==> config.mk <==
export PLATFORM = sky130hd
export DESIGN_NAME = sorted_key_table_flat
export DESIGN_NICKNAME = d
export VERILOG_FILES = /design/src/rtl/skt_pkg.sv /design/src/rtl/skt_if.sv /design/src/rtl/skt_key_mem.sv /design/src/rtl/sorted_key_table.sv /design/src/flat_wrapper.sv
export SDC_FILE = /design/constraint.sdc
export NUM_CORES = 2
export LEC_CHECK = 0
export ABC_AREA = 0
export BUFFER_PORTS_ARGS = -buffer_cell sky130_fd_sc_hd__buf_2
export CAP_MARGIN = 20
export CORE_ASPECT_RATIO = 2
export CORE_MARGIN = 2
export CORE_UTILIZATION = 50
export CTS_CLUSTER_DIAMETER = 100
export CTS_CLUSTER_SIZE = 16
export DETAILED_ROUTE_END_ITERATION = 16
export GPL_TIMING_DRIVEN = 0
export PLACE_DENSITY = 0.65
export SETUP_SLACK_MARGIN = 0.4
export SYNTH_ARGS = -nofsm -noshare
export SYNTH_HDL_FRONTEND = slang
export SYNTH_SLANG_ARGS = --single-unit
==> constraint.sdc <==
create_clock -name clk -period 6.6 [get_ports clk]
set_input_delay 0.33 -clock clk [delete_from_list [all_inputs] [get_ports clk]]
set_output_delay 0.33 -clock clk [all_outputs]
set_load 0.01 [all_outputs]
==> src/rtl/skt_pkg.sv <==
`default_nettype none

package skt_pkg;

  typedef enum logic [1:0] {
    OP_INSERT = 2'd0,
    OP_REMOVE = 2'd1,
    OP_READ   = 2'd2,
    OP_NONE   = 2'd3
  } opcode_t;

  typedef enum logic [1:0] {
    ST_OK        = 2'd0,
    ST_NOT_FOUND = 2'd1,
    ST_FULL      = 2'd2,
    ST_BEYOND    = 2'd3
  } status_t;

  typedef enum logic [1:0] {
    S_IDLE,
    S_SCAN,
    S_READ,
    S_DONE
  } state_t;

  localparam int unsigned KEY_BITS      = 32;
  localparam int unsigned POSITION_BITS = 6;
  localparam int unsigned COUNT_BITS    = 7;

endpackage

`default_nettype wire

==> src/rtl/skt_if.sv <==
`default_nettype none

interface skt_in_if;
  logic                                valid;
  logic                                ready;
  skt_pkg::opcode_t                    opcode;
  logic [skt_pkg::KEY_BITS-1:0]        key;
  logic [skt_pkg::POSITION_BITS-1:0]   position;

  modport source (output valid, output opcode, output key, output position, input ready);
  modport sink   (input valid, input opcode, input key, input position, output ready);
endinterface

interface skt_out_if;
  logic                                valid;
  logic                                ready;
  skt_pkg::status_t                    status;
  logic [skt_pkg::KEY_BITS-1:0]        item_key;
  logic [skt_pkg::COUNT_BITS-1:0]      entry_count;

  modport source (output valid, output status, output item_key, output entry_count,
                  input ready);
  modport sink   (input valid, input status, input item_key, input entry_count,
                  output ready);
endinterface

`default_nettype wire

==> src/rtl/skt_key_mem.sv <==
`default_nettype none

module skt_key_mem #(
  parameter int unsigned DEPTH     = 64,
  parameter int unsigned KEY_WIDTH = 32,
  parameter int unsigned AW        = $clog2(DEPTH)
) (
  input  wire logic                 clk,
  input  wire logic                 wr_en,
  input  wire logic [AW-1:0]        wr_addr,
  input  wire logic [KEY_WIDTH-1:0] wr_data,
  input  wire logic [AW-1:0]        rd_addr,
  output logic      [KEY_WIDTH-1:0] rd_data
);

  logic [KEY_WIDTH-1:0] mem [DEPTH];

  always_ff @(posedge clk) begin
    if (wr_en) begin
      mem[wr_addr] <= wr_data;
    end
  end

  always_ff @(posedge clk) begin
    rd_data <= mem[rd_addr];
  end

endmodule

`default_nettype wire

==> src/rtl/sorted_key_table.sv <==
// channel   dir   handshake      payload
// in_ch     in    valid/ready    opcode, key, position
// out_ch    out   valid/ready    status, item_key, entry_count
// cfg       in    cfg_we         cfg_data (order_descending)
//
// insert and remove walk the key memory front to back, one entry a cycle through
// its single read and write port, up to the number of keys held; read fetches one entry;
// a read beyond the end, a full insert or an unused opcode goes straight to the result
// one item at a time; the next item is taken while the result waits on out_ch
// reset (rst_n low, synchronous) empties the table and sets ascending order
`default_nettype none

module sorted_key_table #(
  parameter int unsigned DEPTH     = 64,
  parameter int unsigned KEY_WIDTH = 32
) (
  input  wire logic  clk,
  input  wire logic  rst_n,
  skt_in_if.sink     in_ch,
  skt_out_if.source  out_ch,
  input  wire logic  cfg_we,
  input  wire logic  cfg_data
);

  import skt_pkg::*;

  localparam int unsigned AW = $clog2(DEPTH);
  localparam int unsigned CW = $clog2(DEPTH + 1);

  state_t state_r, state_nxt;

  opcode_t              op_r, op_nxt;
  logic [KEY_WIDTH-1:0] key_r, key_nxt;
  logic [KEY_WIDTH-1:0] carry_r, carry_nxt;
  logic                 found_r, found_nxt;
  logic [CW-1:0]        idx_r, idx_nxt;
  logic [CW-1:0]        count_r, count_nxt;
  logic                 desc_r;
  status_t              res_status_r, res_status_nxt;
  logic [KEY_BITS-1:0]  res_item_r, res_item_nxt;

  logic                  out_valid_r, out_valid_nxt;
  status_t               out_status_r, out_status_nxt;
  logic [KEY_BITS-1:0]   out_item_r, out_item_nxt;
  logic [COUNT_BITS-1:0] out_count_r, out_count_nxt;

  logic                 mem_we;
  logic [AW-1:0]        mem_waddr;
  logic [KEY_WIDTH-1:0] mem_wdata;
  logic [AW-1:0]        mem_raddr;
  logic [KEY_WIDTH-1:0] mem_rdata;

  logic                 in_fire;
  logic                 out_free;
  logic                 scan_end;
  logic                 stops;
  logic                 equal;
  logic                 full;
  logic                 beyond;
  logic [CW-1:0]        idx_inc;
  logic [CW-1:0]        idx_dec;
  logic [KEY_WIDTH-1:0] in_key_w;
  logic [KEY_BITS-1:0]  rd_key_out;
  logic [KEY_WIDTH+KEY_BITS-1:0]    key_in_ext;
  logic [KEY_WIDTH+KEY_BITS-1:0]    key_out_ext;
  logic [CW+POSITION_BITS-1:0]      pos_ext;
  logic [CW+POSITION_BITS-1:0]      cnt_ext;
  logic [CW+COUNT_BITS-1:0]         cnt_out_ext;

  skt_key_mem #(
    .DEPTH     (DEPTH),
    .KEY_WIDTH (KEY_WIDTH)
  ) u_mem (
    .clk     (clk),
    .wr_en   (mem_we),
    .wr_addr (mem_waddr),
    .wr_data (mem_wdata),
    .rd_addr (mem_raddr),
    .rd_data (mem_rdata)
  );

  // width adaptation between the 32-bit ports and the stored key width
  assign key_in_ext  = {{KEY_WIDTH{1'b0}}, in_ch.key};
  assign in_key_w    = key_in_ext[KEY_WIDTH-1:0];
  assign key_out_ext = {{KEY_BITS{1'b0}}, mem_rdata};
  assign rd_key_out  = key_out_ext[KEY_BITS-1:0];
  assign pos_ext     = {{CW{1'b0}}, in_ch.position};
  assign cnt_ext     = {{POSITION_BITS{1'b0}}, count_r};
  assign cnt_out_ext = {{COUNT_BITS{1'b0}}, count_r};

  assign in_ch.ready = (state_r == S_IDLE);
  assign in_fire     = in_ch.valid && in_ch.ready;
  assign out_free    = !out_valid_r || out_ch.ready;

  assign idx_inc  = idx_r + 1'b1;
  assign idx_dec  = idx_r - 1'b1;
  assign scan_end = (idx_r == count_r);
  assign full     = (count_r == CW'(DEPTH));
  assign beyond   = (pos_ext >= cnt_ext);
  assign stops    = desc_r ? (mem_rdata <= key_r) : (mem_rdata >= key_r);
  assign equal    = (mem_rdata == key_r);

  assign out_ch.valid       = out_valid_r;
  assign out_ch.status      = out_status_r;
  assign out_ch.item_key    = out_item_r;
  assign out_ch.entry_count = out_count_r;

  // next state
  always_comb begin
    state_nxt = state_r;
    case (state_r)
      S_IDLE: begin
        if (in_fire) begin
          case (in_ch.opcode)
            OP_INSERT: state_nxt = full ? S_DONE : S_SCAN;
            OP_REMOVE: state_nxt = S_SCAN;
            OP_READ:   state_nxt = beyond ? S_DONE : S_READ;
            default:   state_nxt = S_DONE;
          endcase
        end
      end
      S_SCAN: begin
        if (scan_end) begin
          state_nxt = S_DONE;
        end
      end
      S_READ: state_nxt = S_DONE;
      S_DONE: begin
        if (out_free) begin
          state_nxt = S_IDLE;
        end
      end
      default: state_nxt = S_IDLE;
    endcase
  end

  // datapath and memory control
  always_comb begin
    op_nxt         = op_r;
    key_nxt        = key_r;
    carry_nxt      = carry_r;
    found_nxt      = found_r;
    idx_nxt        = idx_r;
    count_nxt      = count_r;
    res_status_nxt = res_status_r;
    res_item_nxt   = res_item_r;
    out_valid_nxt  = out_valid_r && !out_ch.ready;
    out_status_nxt = out_status_r;
    out_item_nxt   = out_item_r;
    out_count_nxt  = out_count_r;
    mem_we         = 1'b0;
    mem_waddr      = idx_r[AW-1:0];
    mem_wdata      = carry_r;
    mem_raddr      = idx_inc[AW-1:0];

    case (state_r)
      S_IDLE: begin
        mem_raddr = '0;
        if (in_fire) begin
          op_nxt         = in_ch.opcode;
          key_nxt        = in_key_w;
          found_nxt      = 1'b0;
          idx_nxt        = '0;
          res_status_nxt = ST_OK;
          res_item_nxt   = '0;
          case (in_ch.opcode)
            OP_INSERT: begin
              if (full) begin
                res_status_nxt = ST_FULL;
              end
            end
            OP_READ: begin
              mem_raddr = pos_ext[AW-1:0];
              if (beyond) begin
                res_status_nxt = ST_BEYOND;
              end
            end
            default: ;
          endcase
        end
      end
      S_SCAN: begin
        idx_nxt = idx_inc;
        if (op_r == OP_INSERT) begin
          if (scan_end) begin
            mem_we    = 1'b1;
            mem_wdata = found_r ? carry_r : key_r;
            count_nxt = count_r + 1'b1;
          end else if (!found_r && stops) begin
            mem_we    = 1'b1;
            mem_wdata = key_r;
            carry_nxt = mem_rdata;
            found_nxt = 1'b1;
          end else if (found_r) begin
            mem_we    = 1'b1;
            mem_wdata = carry_r;
            carry_nxt = mem_rdata;
          end
        end else begin
          if (scan_end) begin
            if (found_r) begin
              count_nxt = count_r - 1'b1;
            end else begin
              res_status_nxt = ST_NOT_FOUND;
            end
          end else if (!found_r && equal) begin
            found_nxt = 1'b1;
          end else if (found_r) begin
            // close the gap: entry moves one place toward the front
            mem_we    = 1'b1;
            mem_waddr = idx_dec[AW-1:0];
            mem_wdata = mem_rdata;
          end
        end
      end
      S_READ: begin
        res_item_nxt = rd_key_out;
      end
      S_DONE: begin
        if (out_free) begin
          out_valid_nxt  = 1'b1;
          out_status_nxt = res_status_r;
          out_item_nxt   = res_item_r;
          out_count_nxt  = cnt_out_ext[COUNT_BITS-1:0];
        end
      end
      default: ;
    endcase
  end

  always_ff @(posedge clk) begin
    if (!rst_n) begin
      state_r     <= S_IDLE;
      count_r     <= '0;
      desc_r      <= 1'b0;
      out_valid_r <= 1'b0;
    end else begin
      state_r     <= state_nxt;
      count_r     <= count_nxt;
      out_valid_r <= out_valid_nxt;
      if (cfg_we) begin
        desc_r <= cfg_data;
      end
    end
  end

  always_ff @(posedge clk) begin
    op_r         <= op_nxt;
    key_r        <= key_nxt;
    carry_r      <= carry_nxt;
    found_r      <= found_nxt;
    idx_r        <= idx_nxt;
    res_status_r <= res_status_nxt;
    res_item_r   <= res_item_nxt;
    out_status_r <= out_status_nxt;
    out_item_r   <= out_item_nxt;
    out_count_r  <= out_count_nxt;
  end

endmodule

`default_nettype wire
==> src/flat_wrapper.sv <==
// flat-port wrapper written by rule: the top's interface ports become plain ports
module sorted_key_table_flat import skt_pkg::*;
#(
  parameter int unsigned DEPTH     = 64,
  parameter int unsigned KEY_WIDTH = 32
)
  (clk, rst_n, cfg_we, cfg_data, in_ch_valid, in_ch_opcode, in_ch_key, in_ch_position, in_ch_ready, out_ch_valid, out_ch_status, out_ch_item_key, out_ch_entry_count, out_ch_ready);
  skt_in_if in_ch_i ();
  skt_out_if out_ch_i ();
  input  wire logic clk;
  input  wire logic rst_n;
  input  wire logic cfg_we;
  input  wire logic cfg_data;
  input wire logic [$bits(in_ch_i.valid)-1:0] in_ch_valid;
  input wire logic [$bits(in_ch_i.opcode)-1:0] in_ch_opcode;
  input wire logic [$bits(in_ch_i.key)-1:0] in_ch_key;
  input wire logic [$bits(in_ch_i.position)-1:0] in_ch_position;
  output wire logic [$bits(in_ch_i.ready)-1:0] in_ch_ready;
  output wire logic [$bits(out_ch_i.valid)-1:0] out_ch_valid;
  output wire logic [$bits(out_ch_i.status)-1:0] out_ch_status;
  output wire logic [$bits(out_ch_i.item_key)-1:0] out_ch_item_key;
  output wire logic [$bits(out_ch_i.entry_count)-1:0] out_ch_entry_count;
  input wire logic [$bits(out_ch_i.ready)-1:0] out_ch_ready;
  assign in_ch_i.valid = in_ch_valid;
  assign in_ch_i.opcode = in_ch_opcode;
  assign in_ch_i.key = in_ch_key;
  assign in_ch_i.position = in_ch_position;
  assign in_ch_ready = in_ch_i.ready;
  assign out_ch_valid = out_ch_i.valid;
  assign out_ch_status = out_ch_i.status;
  assign out_ch_item_key = out_ch_i.item_key;
  assign out_ch_entry_count = out_ch_i.entry_count;
  assign out_ch_i.ready = out_ch_ready;
  sorted_key_table #(.DEPTH(DEPTH), .KEY_WIDTH(KEY_WIDTH)) u_core (.clk(clk), .rst_n(rst_n), .in_ch(in_ch_i), .out_ch(out_ch_i), .cfg_we(cfg_we), .cfg_data(cfg_data));
endmodule
==> results by group <==
Timing
  – Slew HR: under 10%
  – Slew at the pin with the worst max-slew slack: ~1400 ps
  – Clk_skew: between 30 and 40 ps
  – Final worst path period share: between 90% and 100%
  – Tmin final: approximately 6400 ps
  – Final Max Tran Viols: 0
  – Hold slack: 73.4 ps
  – Unrepaired setup endpoints after global routing: false
  – Fin worst setup slack: approximately 200 ps
  – Final Hold Viols: 0
  – FMAX: ~160 MHz
  – Number of setup violations in the final report: 0
  – TNS Setup: 0 ps

GRT
  – First-pass GRT wire length: approximately 450000 um
  – Number of global-route vias before repair: between 50000 and 60000
  – Largest net degree at the start of global routing: 65
  – Tot GR Track Use: roughly a third
  – Final global-route overflow total: 0
  – Antenna violations before repair: 62

Critical path
  – RR Startpoint: u_core.idx_r[1]
  – Crit start category: flip-flop
  – Critical path peak fanout: 10
  – CP Launch Point: u_core.idx_r[1]
  – Crit path DAT: roughly 7000 ps
  – Crit. End Element: flip-flop
  – WS Path Type: flip-flop to flip-flop
  – Req. time, crit path: around 7000 ps

Power and ir drop
  – Pwr Density: around 470 nW/um^2
  – Leakage power: 34.7 nW
  – Comb pwr share: 44.9%
  – Clock network power share: roughly a fifth
  – Flop pwr share: between 30 and 40%
  – Final Power: ~49 mW
  – Internal power: 27.1 mW
  – Switching power: 21.5 mW
  – Sw Ratio: between 40 and 50%
  – VDD IR max: about 0.45 mV

Clock tree
  – CTS tree: done
  – Clk root buf: clkbuf_16
  – Sink Count: 2240
  – CTS Buf Count: 165
  – Worst-Skew Late Latency: 840 ps
  – Clock slew at reported path FFs: 80 ps
  – Postcts setup bufs: 0
  – # H-tree levels: 4
  – Deepest clock path buffer count: 4

Yosys
  – Main synth FF type: edfxtp_1
  – Distinct cells, synth: 69
  – Synth area leader: edfxtp_1
  – Sequential-to-total area share from yosys stat: 72.7%
  – Post-Syn Instances: roughly 6700
  – #FFs+latches synth: 2240
  – Share of flip-flops with an asynchronous set or reset: 0%
  – Share of the synthesized area in the top cell type: approximately 72%
  – Cell area after synthesis: a little over 90000 sq um
  – EDFF count, synth: about 2200
  – Synth area leaders: edfxtp_1, nand2_1, a211oi_1
  – Avg Inst Size Synth: 13.8 sq um
  – Syn nets: roughly 6800
  – Yosys Warn Count: 0

Routing
  – Via count: approximately 61000
  – Via density per instance: approximately 6.4
  – Drt first pass iters: 6
  – Routed wire length: 334000 um
  – Routed wire per std cell: roughly 35 um
  – Drt drc: 0
  – Drt initial violations: around 7200
  – Routed Antenna Nets: 0

Min path
  – Hold WC Path Type: primary input to flip-flop
  – HP Start: rst_n

Die
  – FP Rows: 222
  – Die footprint: about 190000 sq um
  – Top-Level Pins: roughly 90
  – Initial Utilization: between 50% and 60%
  – Die X: a little over 300 um
  – Chip height: 610 um
  – Core area: roughly 180000 sq um

Finish
  – Fillers: 14500
  – Multi-input logic area: 22600 sq um
  – Share of layout cells above drive strength 1: 11.0%
  – Area Overhead vs Synth: 12.9%
  – Final instance area: roughly 100000 sq um
  – Sequential Area: 66800 sq um
  – Final nets: approximately 7200

Placement
  – Port buffer count: roughly 90
  – DP Area: 98800 sq um
  – RePlAce Congestion: roughly 1.1
  – Post-DP HPWL: between 200000 and 250000 um
  – Dpl ws: roughly 410 ps

Run status
  – Outcome: completed

Job
  – Max_cap viols: 0
## metrics by stage
step / util (%) / cells
2_1_floorplan: - / 6655
3_3_place_gp: 52.1 / 9095
3_5_place_dp: 54.1 / 9235
4_1_cts: 56.6 / 9468
5_1_grt: 56.7 / 9506
6_report: 56.7 / 9526
## cell usage after synthesis (4+ instances only)
cell,n
a211oi_1,508
a211oi_2,11
a21o_1,13
a21oi_1,99
a221o_1,33
a22o_1,33
a311oi_1,256
a31o_1,42
a31o_2,23
and2_1,70
and3_1,4
buf_1,14
buf_2,134
buf_4,17
buf_6,30
clkbuf_1,293
dfxtp_1,43
edfxtp_1,2197
ha_1,49
inv_1,309
mux2_2,32
mux2i_1,229
nand2_1,1304
nand2b_1,6
nand3_1,525
nand4_1,12
nor2_1,93
nor2b_1,11
o2111ai_1,38
o21ai_0,110
or3_1,4
or4_1,33
xnor2_1,11
xor2_1,12
## registers in the layout, indices dropped and copies added (netlist names), 7 cells and up
name	cells
u_core.u_mem.mem	2048
u_core.carry_r	32
u_core.key_r	32
u_core.out_ch.item_key	32
u_core.res_item_r	32
u_core.u_mem.rd_data	32
u_core.count_r	7
u_core.idx_r	7
u_core.out_ch.entry_count	7
## per-layer routing
layer  track usage (%)  share of wire [%]  vias up
met1              35.4                 31    30500
met4              37.6                 13       36
met2              58.9                 49     3320
li1                  -                  -    26000
met5                 0              0.072        -
met3              6.77                7.4     1181
## power groups by stage
stage / Combinational (mW) / Clock, mW / Sequential, mW
after floorplan: 10.1 / 0 / 17.8
after detailed placement: 20.9 / 0 / 17.8
after global routing: 22.1 / 9.71 / 17.6
after CTS: 21.0 / 9.30 / 17.5
final: 21.9 / 9.26 / 17.5
after global placement: 19.7 / 0 / 18.1
## timing repair
action / CTS / global route
setup endpoints to repair: 1 / 5
hold buffers: 37 / 0
cloned: 0 / 0
hold endpoints to repair: 37 / 0
resized for setup: 1 / 7
pin swaps: 0 / 0
## placed cells by master (no fill, tap or decap), types with 13 or more instances in the layout
| cell | instances |
|---|---|
| edfxtp_1 | 2197 |
| nand2_1 | 1304 |
| nand3_1 | 525 |
| a211oi_1 | 507 |
| clkbuf_1 | 319 |
| inv_1 | 309 |
| a311oi_1 | 256 |
| mux2i_1 | 228 |
| buf_2 | 222 |
| clkbuf_16 | 168 |
| a21oi_1 | 96 |
| o21ai_0 | 94 |
| and2_1 | 70 |
| nor2_4 | 65 |
| buf_12 | 57 |
| diode_2 | 53 |
| buf_4 | 52 |
| ha_1 | 49 |
| dfxtp_1 | 43 |
| a31o_1 | 42 |
| dlygate4sd3_1 | 37 |
| buf_16 | 35 |
| a22o_1 | 33 |
| or4_1 | 33 |
| buf_6 | 32 |
| o2111ai_1 | 32 |
| mux2_2 | 32 |
| a221o_4 | 32 |
| nor2_1 | 28 |
| a31o_2 | 23 |
| buf_1 | 14 |
| a21o_1 | 13 |
| o21ai_1 | 13 |
| buf_8 | 13 |
## cells by family (layout without fill, tap and decap cells)
kind of cell | count (synthesis) | count (layout) | share of synthesized area [%]
xor gates and xnor gates | 23 | 23 | 0.219
other | 0 | 53 | 0
buffers and inverters | 798 | 1264 | 3.76
adders and majority gates | 50 | 50 | 0.689
muxes | 261 | 261 | 2.89
and+or+nand+nor | 2086 | 2086 | 9.78
DFF | 2240 | 2240 | 72.7
AOI/OAI and AO/OA | 1197 | 1197 | 9.94
## path summary, 6_finish.rpt
kind / to / slack, ps / cells past startpoint
max: u_core.u_mem.rd_data[29] / 200 / 14
max reg2reg: u_core.u_mem.rd_data[29] / 200 / 14
min: u_core.count_r[2] / 70 / 3
min reg2reg: u_core.out_ch.item_key[5] / 420 / 0
## final cells by class
type / instances / area share [%]
Antenna cell: 53 / 0.128
Clock inverter: 2 / 0.0169
Clock buffer: 194 / 4.13
Tap cell: 2352 / 2.84
Inverter: 309 / 1.12
Multi-Input combinational cell: 3617 / 21.8
Sequential cell: 2240 / 64.4
Buffer: 489 / 2.21
Timing Repair Buffer: 270 / 3.31
## worst max-delay path, stage by stage, from the launching register on
cell,delay (ps)
edfxtp_1,360
buf_2,220
inv_1,160
ha_1,470
nor2b_1,170
buf_2,450
a21o_1,310
buf_6,230
buf_6,250
buf_6,300
buf_6,260
buf_2,370
mux2i_1,900
o2111ai_1,630
or4_1,980
(Power assumes the default switching activity.)
